--- config.mk ---
export PLATFORM = sky130hd
export DESIGN_NAME = address_region_dispatch_table_flat
export DESIGN_NICKNAME = d
export VERILOG_FILES = /design/src/ardt_pkg.sv /design/src/ardt_ifs.sv /design/src/address_region_dispatch_table.sv /design/src/ardt_slot_mem.sv /design/src/ardt_range_cmp.sv /design/src/ardt_ctrl.sv /design/src/flat_wrapper.sv
export VERILOG_INCLUDE_DIRS = /design/src /design/src/src
export SDC_FILE = /design/constraint.sdc
export NUM_CORES = 2
export LEC_CHECK = 0
export BUFFER_PORTS_ARGS = -buffer_cell sky130_fd_sc_hd__buf_2
export CAP_MARGIN = 15
export CORE_ASPECT_RATIO = 0.75
export CORE_MARGIN = 2
export CORE_UTILIZATION = 30
export DETAILED_ROUTE_END_ITERATION = 8
export GPL_ROUTABILITY_DRIVEN = 0
export HOLD_SLACK_MARGIN = 0.02
export SETUP_SLACK_MARGIN = 0.3
export SYNTH_ARGS = -nofsm -noshare
export SYNTH_HDL_FRONTEND = slang
export SYNTH_SLANG_ARGS = --single-unit
--- constraint.sdc ---
create_clock -name clk -period 12.25 [get_ports clk]
set_input_delay 0.6125 -clock clk [delete_from_list [all_inputs] [get_ports clk]]
set_output_delay 0.6125 -clock clk [all_outputs]
set_load 0.005 [all_outputs]
--- src/address_region_dispatch_table_defines.svh ---
// Assertion macros shared by the address region dispatch table RTL.
// No dependencies; included by the files that carry concurrent checks.
`ifndef ADDRESS_REGION_DISPATCH_TABLE_DEFINES_SVH
`define ADDRESS_REGION_DISPATCH_TABLE_DEFINES_SVH

// Same-cycle implication, disabled while reset is asserted.
`define ARDT_ASSERT_IMP(label, clk, rst_n, ante, cons, msg) \
	label: assert property (@(posedge clk) disable iff (!rst_n) (ante) |-> (cons)) \
		else $error(msg);

// Next-cycle implication, disabled while reset is asserted.
`define ARDT_ASSERT_NXT(label, clk, rst_n, ante, cons, msg) \
	label: assert property (@(posedge clk) disable iff (!rst_n) (ante) |=> (cons)) \
		else $error(msg);

`endif

--- src/ardt_pkg.sv ---
// Package for the address region dispatch table: sizes, codes and shared types.
// No dependencies; compiled before every other file of the block.
`timescale 1ns / 1ps
`default_nettype none

package ardt_pkg;

	// Table geometry.
	localparam int ENTRIES    = 16;
	localparam int ADDR_WIDTH = 32;
	localparam int TAG_WIDTH  = 16;
	localparam int SLOT_W     = (ENTRIES > 1) ? $clog2(ENTRIES) : 1;

	// Fixed widths of the beat fields.
	localparam int OPCODE_W    = 2;
	localparam int FIELD_ADDR_W = 32;
	localparam int FIELD_LEN_W  = 32;
	localparam int FIELD_TAG_W  = 16;
	localparam int TICKET_W     = 4;
	localparam int STATUS_W     = 2;

	// Operation codes; the fourth code is unused and answers with a miss.
	localparam logic [OPCODE_W-1:0] OP_REGISTER   = 2'd0;
	localparam logic [OPCODE_W-1:0] OP_UNREGISTER = 2'd1;
	localparam logic [OPCODE_W-1:0] OP_DISPATCH   = 2'd2;

	typedef enum logic [STATUS_W-1:0] {
		STAT_OK       = 2'd0,
		STAT_MISS     = 2'd1,
		STAT_ZERO_LEN = 2'd2,
		STAT_FULL     = 2'd3
	} ardt_status_t;

	typedef logic [SLOT_W-1:0]     ardt_slot_t;
	typedef logic [ADDR_WIDTH-1:0] ardt_addr_t;
	typedef logic [TAG_WIDTH-1:0]  ardt_tag_t;

	// Port controls from the sequencer to the slot memory.
	typedef struct packed {
		logic       rd_en;
		ardt_slot_t rd_addr;
		logic       wr_en;
		ardt_slot_t wr_addr;
	} ardt_mem_ctl_t;

	typedef struct packed {
		ardt_status_t           status;
		logic [TICKET_W-1:0]    ticket_out;
		logic [FIELD_TAG_W-1:0] tag_out;
	} ardt_result_t;

	typedef enum logic [2:0] {
		ST_IDLE,
		ST_FIND,
		ST_SCAN,
		ST_UNREG,
		ST_EMIT
	} ardt_state_t;

endpackage

`default_nettype wire

--- src/ardt_ifs.sv ---
// Valid/ready channel interfaces for the request and response beats.
// Depends on ardt_pkg for the field widths.
`timescale 1ns / 1ps
`default_nettype none

interface ardt_req_if;
	import ardt_pkg::*;

	logic                    valid;
	logic                    ready;
	logic [OPCODE_W-1:0]     opcode;
	logic [FIELD_ADDR_W-1:0] address;
	logic [FIELD_LEN_W-1:0]  length;
	logic [FIELD_TAG_W-1:0]  handler_tag;
	logic [TICKET_W-1:0]     ticket;

	modport source (output valid, output opcode, output address, output length,
		output handler_tag, output ticket, input ready);
	modport sink (input valid, input opcode, input address, input length,
		input handler_tag, input ticket, output ready);
endinterface

interface ardt_rsp_if;
	import ardt_pkg::*;

	logic                   valid;
	logic                   ready;
	logic [STATUS_W-1:0]    status;
	logic [TICKET_W-1:0]    ticket_out;
	logic [FIELD_TAG_W-1:0] tag_out;

	modport source (output valid, output status, output ticket_out, output tag_out,
		input ready);
	modport sink (input valid, input status, input ticket_out, input tag_out,
		output ready);
endinterface

`default_nettype wire

--- src/address_region_dispatch_table.sv ---
// Top level of the address region dispatch table: sequencer, slot memory,
// shared range comparator and the response output register.
// Depends on ardt_pkg, ardt_ifs, ardt_slot_mem, ardt_range_cmp, ardt_ctrl.
//
//   Channel | Direction | Beat contents
//   req     | in        | opcode, address, length, handler_tag, ticket
//   rsp     | out       | status, ticket_out, tag_out
//
// One request beat is handled at a time; req.ready is high only while the
// sequencer is idle. A dispatch walks the slots through the one range
// comparator, one slot per cycle after a registered memory read. A register
// searches the valid bits one slot per cycle; an unregister reads its one
// slot, and every rejected request goes straight to its result. After reset
// all slots are empty; no clearing pass is needed. A stalled response is held
// in the output register while the next request is already being accepted.
`timescale 1ns / 1ps
`default_nettype none
`include "address_region_dispatch_table_defines.svh"

module address_region_dispatch_table (
	input logic       clk,
	input logic       arst_n,
	ardt_req_if.sink  req,
	ardt_rsp_if.source rsp
);
	import ardt_pkg::*;

	ardt_mem_ctl_t mem_ctl;
	ardt_addr_t    item_addr;
	ardt_addr_t    item_len;
	ardt_tag_t     item_tag;
	ardt_addr_t    rd_base;
	ardt_addr_t    rd_len;
	ardt_tag_t     rd_tag;
	logic          range_hit;
	logic          out_free;
	ardt_result_t  res;
	logic          res_vld;

	logic          out_vld_q;
	ardt_result_t  out_res_q;

	// The sequencer owns the request channel and all slot bookkeeping.
	ardt_ctrl u_ctrl (
		.clk       (clk),
		.arst_n    (arst_n),
		.req       (req),
		.mem_ctl   (mem_ctl),
		.item_addr (item_addr),
		.item_len  (item_len),
		.item_tag  (item_tag),
		.rd_tag    (rd_tag),
		.range_hit (range_hit),
		.out_free  (out_free),
		.res       (res),
		.res_vld   (res_vld)
	);

	ardt_slot_mem u_slot_mem (
		.clk     (clk),
		.ctl     (mem_ctl),
		.wr_base (item_addr),
		.wr_len  (item_len),
		.wr_tag  (item_tag),
		.rd_base (rd_base),
		.rd_len  (rd_len),
		.rd_tag  (rd_tag)
	);

	// The fault address stays in the item register for the whole scan while
	// the memory presents one slot per cycle to the comparator.
	ardt_range_cmp u_range_cmp (
		.fault (item_addr),
		.base  (rd_base),
		.len   (rd_len),
		.hit   (range_hit)
	);

	// Output register: a new result may enter when the slot is empty or the
	// beat held in it is taken in the same cycle.
	assign out_free = !out_vld_q || rsp.ready;

	always_ff @(posedge clk or negedge arst_n) begin
		if (!arst_n) begin
			out_vld_q <= 1'b0;
		end else if (res_vld && out_free) begin
			out_vld_q <= 1'b1;
		end else if (rsp.ready) begin
			out_vld_q <= 1'b0;
		end
	end

	always_ff @(posedge clk) begin
		if (res_vld && out_free) out_res_q <= res;
	end

	assign rsp.valid      = out_vld_q;
	assign rsp.status     = out_res_q.status;
	assign rsp.ticket_out = out_res_q.ticket_out;
	assign rsp.tag_out    = out_res_q.tag_out;

	`ARDT_ASSERT_NXT(a_rsp_held_in_stall, clk, arst_n, out_vld_q && !rsp.ready, out_vld_q && $stable(out_res_q), "pending response lost or changed while stalled")

endmodule

`default_nettype wire

--- src/ardt_slot_mem.sv ---
// Slot storage: base, length and tag arrays with one write and one read port.
// Depends on ardt_pkg; read data is registered.
`timescale 1ns / 1ps
`default_nettype none

module ardt_slot_mem (
	input  logic                    clk,
	input  ardt_pkg::ardt_mem_ctl_t ctl,
	input  ardt_pkg::ardt_addr_t    wr_base,
	input  ardt_pkg::ardt_addr_t    wr_len,
	input  ardt_pkg::ardt_tag_t     wr_tag,
	output ardt_pkg::ardt_addr_t    rd_base,
	output ardt_pkg::ardt_addr_t    rd_len,
	output ardt_pkg::ardt_tag_t     rd_tag
);
	import ardt_pkg::*;

	ardt_addr_t base_mem [ENTRIES];
	ardt_addr_t len_mem  [ENTRIES];
	ardt_tag_t  tag_mem  [ENTRIES];

	ardt_addr_t rd_base_q;
	ardt_addr_t rd_len_q;
	ardt_tag_t  rd_tag_q;

	always_ff @(posedge clk) begin
		if (ctl.wr_en) begin
			base_mem[ctl.wr_addr] <= wr_base;
			len_mem[ctl.wr_addr]  <= wr_len;
			tag_mem[ctl.wr_addr]  <= wr_tag;
		end
	end

	always_ff @(posedge clk) begin
		if (ctl.rd_en) begin
			rd_base_q <= base_mem[ctl.rd_addr];
			rd_len_q  <= len_mem[ctl.rd_addr];
			rd_tag_q  <= tag_mem[ctl.rd_addr];
		end
	end

	assign rd_base = rd_base_q;
	assign rd_len  = rd_len_q;
	assign rd_tag  = rd_tag_q;

endmodule

`default_nettype wire

--- src/ardt_range_cmp.sv ---
// Shared range comparator: is (fault - base) mod 2^ADDR_WIDTH below length.
// Depends on ardt_pkg for the address width.
`timescale 1ns / 1ps
`default_nettype none

module ardt_range_cmp (
	input  ardt_pkg::ardt_addr_t fault,
	input  ardt_pkg::ardt_addr_t base,
	input  ardt_pkg::ardt_addr_t len,
	output logic                 hit
);
	import ardt_pkg::*;

	ardt_addr_t offset;

	// Wrapping subtract folds the base and upper-bound checks into one compare.
	assign offset = fault - base;
	assign hit    = offset < len;

endmodule

`default_nettype wire

--- src/ardt_ctrl.sv ---
// Sequencer: decodes a request beat, walks the slots and builds the result.
// Depends on ardt_pkg, ardt_ifs and the assertion macro header.
`timescale 1ns / 1ps
`default_nettype none
`include "address_region_dispatch_table_defines.svh"

module ardt_ctrl (
	input  logic                    clk,
	input  logic                    arst_n,
	ardt_req_if.sink                req,
	output ardt_pkg::ardt_mem_ctl_t mem_ctl,
	output ardt_pkg::ardt_addr_t    item_addr,
	output ardt_pkg::ardt_addr_t    item_len,
	output ardt_pkg::ardt_tag_t     item_tag,
	input  ardt_pkg::ardt_tag_t     rd_tag,
	input  logic                    range_hit,
	input  logic                    out_free,
	output ardt_pkg::ardt_result_t  res,
	output logic                    res_vld
);
	import ardt_pkg::*;

	localparam logic [SLOT_W:0] SCAN_END  = (SLOT_W + 1)'(ENTRIES);
	localparam ardt_slot_t      LAST_SLOT = SLOT_W'(ENTRIES - 1);

	ardt_state_t        state_q, state_d;
	logic [ENTRIES-1:0] valid_q;
	logic [SLOT_W:0]    scan_q;
	logic               cmp_pend_s1;
	ardt_slot_t         cmp_idx_s1;
	ardt_slot_t         unreg_idx_q;
	ardt_addr_t         addr_q;
	ardt_addr_t         len_q;
	ardt_tag_t          tag_q;
	ardt_result_t       res_q, res_d;
	logic               res_load;

	ardt_slot_t scan_idx;
	ardt_slot_t tk_idx;
	ardt_addr_t in_len;
	logic       accept;
	logic       tk_in_range;
	logic       unreg_ok;
	logic       free_here;
	logic       find_last;
	logic       scan_more;
	logic       scan_hit;
	logic       scan_miss;

	assign req.ready   = (state_q == ST_IDLE);
	assign accept      = req.valid && req.ready;
	assign scan_idx    = scan_q[SLOT_W-1:0];
	assign tk_idx      = SLOT_W'(req.ticket);
	assign in_len      = ADDR_WIDTH'(req.length);
	assign tk_in_range = 32'(req.ticket) < 32'(ENTRIES);
	assign unreg_ok    = tk_in_range && valid_q[tk_idx];
	assign free_here   = !valid_q[scan_idx];
	assign find_last   = (scan_idx == LAST_SLOT);
	assign scan_more   = (scan_q != SCAN_END);
	// Slots are compared in order, so the first hit is the lowest one.
	assign scan_hit    = cmp_pend_s1 && valid_q[cmp_idx_s1] && range_hit;
	assign scan_miss   = cmp_pend_s1 && !scan_hit && (cmp_idx_s1 == LAST_SLOT);

	always_comb begin
		state_d = state_q;
		unique case (state_q)
			ST_IDLE: begin
				if (accept) begin
					unique case (req.opcode)
						OP_REGISTER:   state_d = (in_len == '0) ? ST_EMIT : ST_FIND;
						OP_UNREGISTER: state_d = unreg_ok ? ST_UNREG : ST_EMIT;
						OP_DISPATCH:   state_d = ST_SCAN;
						default:       state_d = ST_EMIT;
					endcase
				end
			end
			ST_FIND: begin
				if (free_here || find_last) state_d = ST_EMIT;
			end
			ST_SCAN: begin
				if (scan_hit || scan_miss) state_d = ST_EMIT;
			end
			ST_UNREG: state_d = ST_EMIT;
			ST_EMIT: begin
				if (out_free) state_d = ST_IDLE;
			end
			default: state_d = ST_IDLE;
		endcase
	end

	always_comb begin
		mem_ctl  = '0;
		res_load = 1'b0;
		res_d    = '{status: STAT_MISS, ticket_out: '0, tag_out: '0};
		res_vld  = 1'b0;
		unique case (state_q)
			ST_IDLE: begin
				if (accept) begin
					mem_ctl.rd_en   = (req.opcode == OP_UNREGISTER) && unreg_ok;
					mem_ctl.rd_addr = tk_idx;
					res_load        = 1'b1;
					if (req.opcode == OP_REGISTER) begin
						res_d.status = STAT_ZERO_LEN;
					end else if (req.opcode == OP_UNREGISTER) begin
						res_d.ticket_out = req.ticket;
					end
				end
			end
			ST_FIND: begin
				mem_ctl.wr_en   = free_here;
				mem_ctl.wr_addr = scan_idx;
				if (free_here) begin
					res_load         = 1'b1;
					res_d.status     = STAT_OK;
					res_d.ticket_out = TICKET_W'(scan_idx);
					res_d.tag_out    = FIELD_TAG_W'(tag_q);
				end else if (find_last) begin
					res_load     = 1'b1;
					res_d.status = STAT_FULL;
				end
			end
			ST_SCAN: begin
				mem_ctl.rd_en   = scan_more;
				mem_ctl.rd_addr = scan_idx;
				if (scan_hit) begin
					res_load         = 1'b1;
					res_d.status     = STAT_OK;
					res_d.ticket_out = TICKET_W'(cmp_idx_s1);
					res_d.tag_out    = FIELD_TAG_W'(rd_tag);
				end else if (scan_miss) begin
					res_load = 1'b1;
				end
			end
			ST_UNREG: begin
				res_load         = 1'b1;
				res_d.status     = STAT_OK;
				res_d.ticket_out = TICKET_W'(unreg_idx_q);
				res_d.tag_out    = FIELD_TAG_W'(rd_tag);
			end
			ST_EMIT: res_vld = 1'b1;
			default: res_vld = 1'b0;
		endcase
	end

	always_ff @(posedge clk or negedge arst_n) begin
		if (!arst_n) begin
			state_q     <= ST_IDLE;
			valid_q     <= '0;
			scan_q      <= '0;
			cmp_pend_s1 <= 1'b0;
		end else begin
			state_q     <= state_d;
			cmp_pend_s1 <= (state_q == ST_SCAN) && scan_more;
			if (state_q == ST_FIND && free_here) valid_q[scan_idx] <= 1'b1;
			if (state_q == ST_UNREG) valid_q[unreg_idx_q] <= 1'b0;
			if (accept) begin
				scan_q <= '0;
			end else if (state_q == ST_FIND || (state_q == ST_SCAN && scan_more)) begin
				scan_q <= scan_q + 1'b1;
			end
		end
	end

	always_ff @(posedge clk) begin
		cmp_idx_s1 <= scan_idx;
		if (accept) begin
			addr_q      <= ADDR_WIDTH'(req.address);
			len_q       <= in_len;
			tag_q       <= TAG_WIDTH'(req.handler_tag);
			unreg_idx_q <= tk_idx;
		end
		if (res_load) res_q <= res_d;
	end

	assign item_addr = addr_q;
	assign item_len  = len_q;
	assign item_tag  = tag_q;
	assign res       = res_q;

	`ARDT_ASSERT_NXT(a_register_sets_one, clk, arst_n, state_q == ST_FIND && free_here, $countones(valid_q) == $past($countones(valid_q)) + 1, "register did not occupy exactly one slot")
	`ARDT_ASSERT_NXT(a_unregister_frees_one, clk, arst_n, state_q == ST_UNREG, $countones(valid_q) + 1 == $past($countones(valid_q)), "unregister did not free exactly one slot")

endmodule

`default_nettype wire

--- src/flat_wrapper.sv ---
// flat-port wrapper written by rule: the top's interface ports become plain ports
module address_region_dispatch_table_flat import ardt_pkg::*;
  (clk, arst_n, req_valid, req_opcode, req_address, req_length, req_handler_tag, req_ticket, req_ready, rsp_valid, rsp_status, rsp_ticket_out, rsp_tag_out, rsp_ready);
  ardt_req_if req_i ();
  ardt_rsp_if rsp_i ();
  input logic clk;
  input logic arst_n;
  input wire logic [$bits(req_i.valid)-1:0] req_valid;
  input wire logic [$bits(req_i.opcode)-1:0] req_opcode;
  input wire logic [$bits(req_i.address)-1:0] req_address;
  input wire logic [$bits(req_i.length)-1:0] req_length;
  input wire logic [$bits(req_i.handler_tag)-1:0] req_handler_tag;
  input wire logic [$bits(req_i.ticket)-1:0] req_ticket;
  output wire logic [$bits(req_i.ready)-1:0] req_ready;
  output wire logic [$bits(rsp_i.valid)-1:0] rsp_valid;
  output wire logic [$bits(rsp_i.status)-1:0] rsp_status;
  output wire logic [$bits(rsp_i.ticket_out)-1:0] rsp_ticket_out;
  output wire logic [$bits(rsp_i.tag_out)-1:0] rsp_tag_out;
  input wire logic [$bits(rsp_i.ready)-1:0] rsp_ready;
  assign req_i.valid = req_valid;
  assign req_i.opcode = req_opcode;
  assign req_i.address = req_address;
  assign req_i.length = req_length;
  assign req_i.handler_tag = req_handler_tag;
  assign req_i.ticket = req_ticket;
  assign req_ready = req_i.ready;
  assign rsp_valid = rsp_i.valid;
  assign rsp_status = rsp_i.status;
  assign rsp_ticket_out = rsp_i.ticket_out;
  assign rsp_tag_out = rsp_i.tag_out;
  assign rsp_i.ready = rsp_ready;
  address_region_dispatch_table u_core (.clk(clk), .arst_n(arst_n), .req(req_i), .rsp(rsp_i));
endmodule
==> out/results.md <==
| Group | Item | Reported |
| --- | --- | --- |
| outcome | Status | completed |
| yosys | Number of synthesized flops with an enable pin | 1488 |
| clock tree | CTS HTree Levels | 4 |
| critical path | Required time of the worst setup path | 12650 ps |
| pwr | Highest ir drop seen on vdd | 0.1287 mV |
| sta | Maximum clock frequency | 152.5 MHz |
| grt | First-pass GRT wire length | 234400 um |
| grt | Pin count of the biggest net entering global routing | 191 |
| floorplan | Placeable core area | 202700 sq um |
| route | WL/cell | 22.33 um |
| clock tree | Clock buffer depth | 3 |
| yosys | Syn Inst Count | 4236 |
| floorplan | I/O pin total | 114 |
| sta | Number of setup violations in the final report | 0 |
| floorplan | Die X-Extent | 525.6 um |
| route | Number of nets with antenna violations after detailed routing | 0 |
| sta | PnR worst setup slack | 5695 ps |
| layout | Most common cell after layout, fill and taps aside | sky130_fd_sc_hd__edfxtp_1 |
| layout | Synthesis-to-finish area growth | 14.40% |
| grt | GR Util All Layers | 0.1494 |
| pwr | Leakage | 22.31 nW |
| sta | Share of the clock period used by the worst path after layout | 0.5351 |
| route | Total via count in the routed design | 36.30k |
| yosys | Synth Warn # | 0 |
| layout | Final core utilization | 0.3454 |
| sta | Max Clock Skew | 59.80 ps |
| min path | Hold Path Depth | 1 |
| critical path | Kind of capture point of the worst setup path | flop |
| grt | GR Overflow Total | 0 |
| sta | Sum of negative setup slack | 0 ps |
| flow run | Max cap viols | 0 |
| grt | Number of antenna violations at the first check in global routing | 17 |
| yosys | Netlist area before placement | 61210 sq um |
| sta | Slew margin rel. | 0.2417 |
| route | Ratio of routed vias to standard cells | 5.083 |
| placement | Pre-CTS worst setup slack | 5934 ps |
| floorplan | Rows | 143 |
| critical path | Kind of launch point of the worst setup path | flop |
| critical path | WP data arrival | 6950 ps |
| critical path | Worst Setup Path Type | reg -> reg |
| clock tree | Clock Sink Count | 1518 |
| layout | Commonest cells after routing, fill and taps aside | 1488 x sky130_fd_sc_hd__edfxtp_1, 685 x sky130_fd_sc_hd__nand2_1, 409 x sky130_fd_sc_hd__a211oi_1 |
| sta | Tightest Pin Transition | 1137 ps |
| floorplan | Starting density of the core | 0.3019 |
| clock tree | Inserted Clock Buffers | 152 |
| layout | Count of fill cells added during filler insertion | 19.30k |
| floorplan | Height of the die | 395.2 um |
| clock tree | Clock root buffer | sky130_fd_sc_hd__clkbuf_16 |
| layout | NumNets Final | 4487 |
| yosys | Nets in the synthesized netlist | 4393 |
| yosys | Main synth FF type | sky130_fd_sc_hd__edfxtp_1 |
| clock tree | Number of instances resized during post-cts repair | 0 |
| placement | Cell area after placement | 64730 sq um |
| clock tree | Clock-pin slew reported for the worst setup and hold paths after clock tree synthesis | 60 ps |
| pwr | Power per unit of standard cell area | 206.5 nW/um^2 |
| sta | RSZ-0062 raised after global routing | false |
| sta | Final number of max-transition violations | 0 |
| placement | Placed wire-length estimate after detailed placement | 82060 um |
| placement | I/O Buffers | 113 |
| route | Count of unresolved DRC violations after routing | 0 |
| yosys | Seq cells post-synth | 1518 |
| sta | Hold Fails Final Rpt | 0 |
| critical path | Number of cell instances on the worst register-to-register path | 17 |
| clock tree | Clock latency on the worst-skew pair | 800 ps |
| yosys | Average size of a mapped cell | 14.45 sq um |
| layout | Summed area of non-filler cells in the final layout | 70020 sq um |
| min path | Worst hold path type | in -> reg |
| yosys | Asr flop ratio synth | 0.01713 |
| floorplan | Die area | 207700 sq um |
| yosys | Sequential element share of the synthesized area | 0.7420 |
| sta | Post-route minimum period | 6555 ps |
| route | Final wirelength | 159500 um |
| route | Count of routing violations after the opening detailed-route iteration | 3727 |
| clock tree | CTS tree | built |
| grt | Number of global-route vias before repair | 34.64k |
| critical path | Crit-path max FO | 22 |
| route | Iteration count of the initial detailed-routing pass | 5 |
| layout | Layout cell share with drive strength beyond 1 | 0.09903 |
| yosys | Netlist cell types | 67 |
cell usage after synthesis (all sizes together), types with 3 or more instances:
cell type | number | share of area
a221o | 4 | 0.00065
and2 | 328 | 0.034
o21ai | 23 | 0.0021
nand2b | 6 | 0.00061
ha | 66 | 0.013
a22o | 18 | 0.0026
xor2 | 13 | 0.0019
dfrtp | 26 | 0.011
nor4 | 11 | 0.0011
nand2 | 686 | 0.042
clkbuf | 245 | 0.015
a21o | 30 | 0.0037
nor2 | 78 | 0.0048
xnor2 | 18 | 0.0026
a311oi | 162 | 0.023
a31oi | 166 | 0.017
and4b | 3 | 0.00049
edfxtp | 1488 | 0.73
nor3 | 11 | 0.00090
nand3 | 17 | 0.0014
buf | 45 | 0.0036
a21oi | 211 | 0.017
a31o | 3 | 0.00043
mux4 | 14 | 0.0052
nor2b | 9 | 0.00092
and3 | 7 | 0.00072
nand4 | 12 | 0.0012
a211oi | 409 | 0.050
o211ai | 3 | 0.00037
or2 | 8 | 0.00082
or3 | 3 | 0.00039
nand3b | 3 | 0.00037
o21a | 7 | 0.00086
inv | 71 | 0.0044
dfxtp | 4 | 0.0013
o31ai | 4 | 0.00049
layer usage:
layer  up-vias  share of wire  track usage
li1      16490              -            -
met1     18420           0.46       0.2168
met2      1194           0.46       0.2330
met3       192          0.063      0.02656
met4        14          0.015      0.03192
met5         -        0.00048            0
layout make-up:
class,count,area [sq um],area share
multi-input combinational,2357,14560,0.2079
sequential,1518,45410,0.6486
inverter,71,266.5,0.003806
timing repair buffer,230,1664,0.02377
antenna,6,15.01,0.0002144
clock inverter,88,749.5,0.01070
tap,2682,3356,0.04793
clock buffer,189,3995,0.05706
state kept, by name, indices dropped and copies added (netlist names), 4 cells and up:
register / count
u_core.rsp.tag_out: 16
u_core.rsp.ticket_out: 4
u_core.u_ctrl.cmp_idx_s1: 4
u_core.u_ctrl.item_addr: 32
u_core.u_ctrl.item_len: 32
u_core.u_ctrl.item_tag: 16
u_core.u_ctrl.res: 22
u_core.u_ctrl.scan_q: 5
u_core.u_ctrl.unreg_idx_q: 4
u_core.u_ctrl.valid_q: 16
u_core.u_slot_mem.base_mem: 512
u_core.u_slot_mem.len_mem: 512
u_core.u_slot_mem.rd_base: 32
u_core.u_slot_mem.rd_len: 32
u_core.u_slot_mem.rd_tag: 16
u_core.u_slot_mem.tag_mem: 256
final timing paths:
kind	start	to	slack, ps
worst min register to register	u_core.u_ctrl.res[0]$_DFFE_PP_	u_core.rsp.tag_out[0]$_DFFE_PP_	400
min in group asynchronous	arst_n	u_core.rsp.valid$_DFFE_PN0P_	430
worst max register to register	u_core.u_ctrl.item_addr[1]$_DFFE_PP_	u_core.u_ctrl.res[8]$_DFFE_PP_	5690
worst max-delay path	u_core.u_ctrl.item_addr[1]$_DFFE_PP_	u_core.u_ctrl.res[8]$_DFFE_PP_	5690
worst min-delay path	req_address[19]	u_core.u_ctrl.item_addr[19]$_DFFE_PP_	60
max in group asynchronous	arst_n	u_core.u_ctrl.valid_q[7]$_DFF_PN0_	11380
per-stage QoR:
stage | hold WS [ps] | instances | power, mW
2_1_floorplan | 316.9 | 4236 | 8.996
3_3_place_gp | 419.2 | 6805 | 10.04
3_5_place_dp | 412.4 | 6805 | 10.09
4_1_cts | 24.10 | 7135 | 14.55
5_1_grt | 34.96 | 7140 | 15.13
6_report | 58.49 | 7141 | 14.46
kinds of logic after synthesis:
kind of cell             after synthesis  share of synthesized area
flip-flops                          1518                     0.7420
XOR/XNOR                              31                   0.004436
AO/OA/AOI/OAI                       1059                     0.1217
adder cells (fa/ha/maj)               67                    0.01382
AND/OR/NAND/NOR                     1184                    0.08964
multiplexers                          16                   0.005499
buffers and inverters                361                    0.02298
where the power goes:
group	internal [mW]	switching [mW]
sequential	6.40	0.405
clock	2.45	2.00
combinational	1.12	2.09
worst max-delay path, cell delays in order, from the launching register on:
cell and delay (ps):
sky130_fd_sc_hd__edfxtp_1 690, sky130_fd_sc_hd__ha_1 330, sky130_fd_sc_hd__nor2b_1 140, sky130_fd_sc_hd__o31ai_1 290, sky130_fd_sc_hd__a21oi_1 220, sky130_fd_sc_hd__a221oi_2 580
sky130_fd_sc_hd__o221ai_1 350, sky130_fd_sc_hd__o41ai_1 480, sky130_fd_sc_hd__xnor2_1 200, sky130_fd_sc_hd__ha_1 280, sky130_fd_sc_hd__a21o_1 160, sky130_fd_sc_hd__a21o_1 180
sky130_fd_sc_hd__a21o_1 180, sky130_fd_sc_hd__a211oi_1 340, sky130_fd_sc_hd__and4b_1 250, sky130_fd_sc_hd__a21oi_1 230, sky130_fd_sc_hd__o221ai_1 350, sky130_fd_sc_hd__o21a_2 830
repair_timing:
action | CTS | global route
endpoints found under the hold margin | 78 | 0
buffers inserted | 0 | 0
hold buffers | 53 | 0
Power figures use the tool's default switching activity.
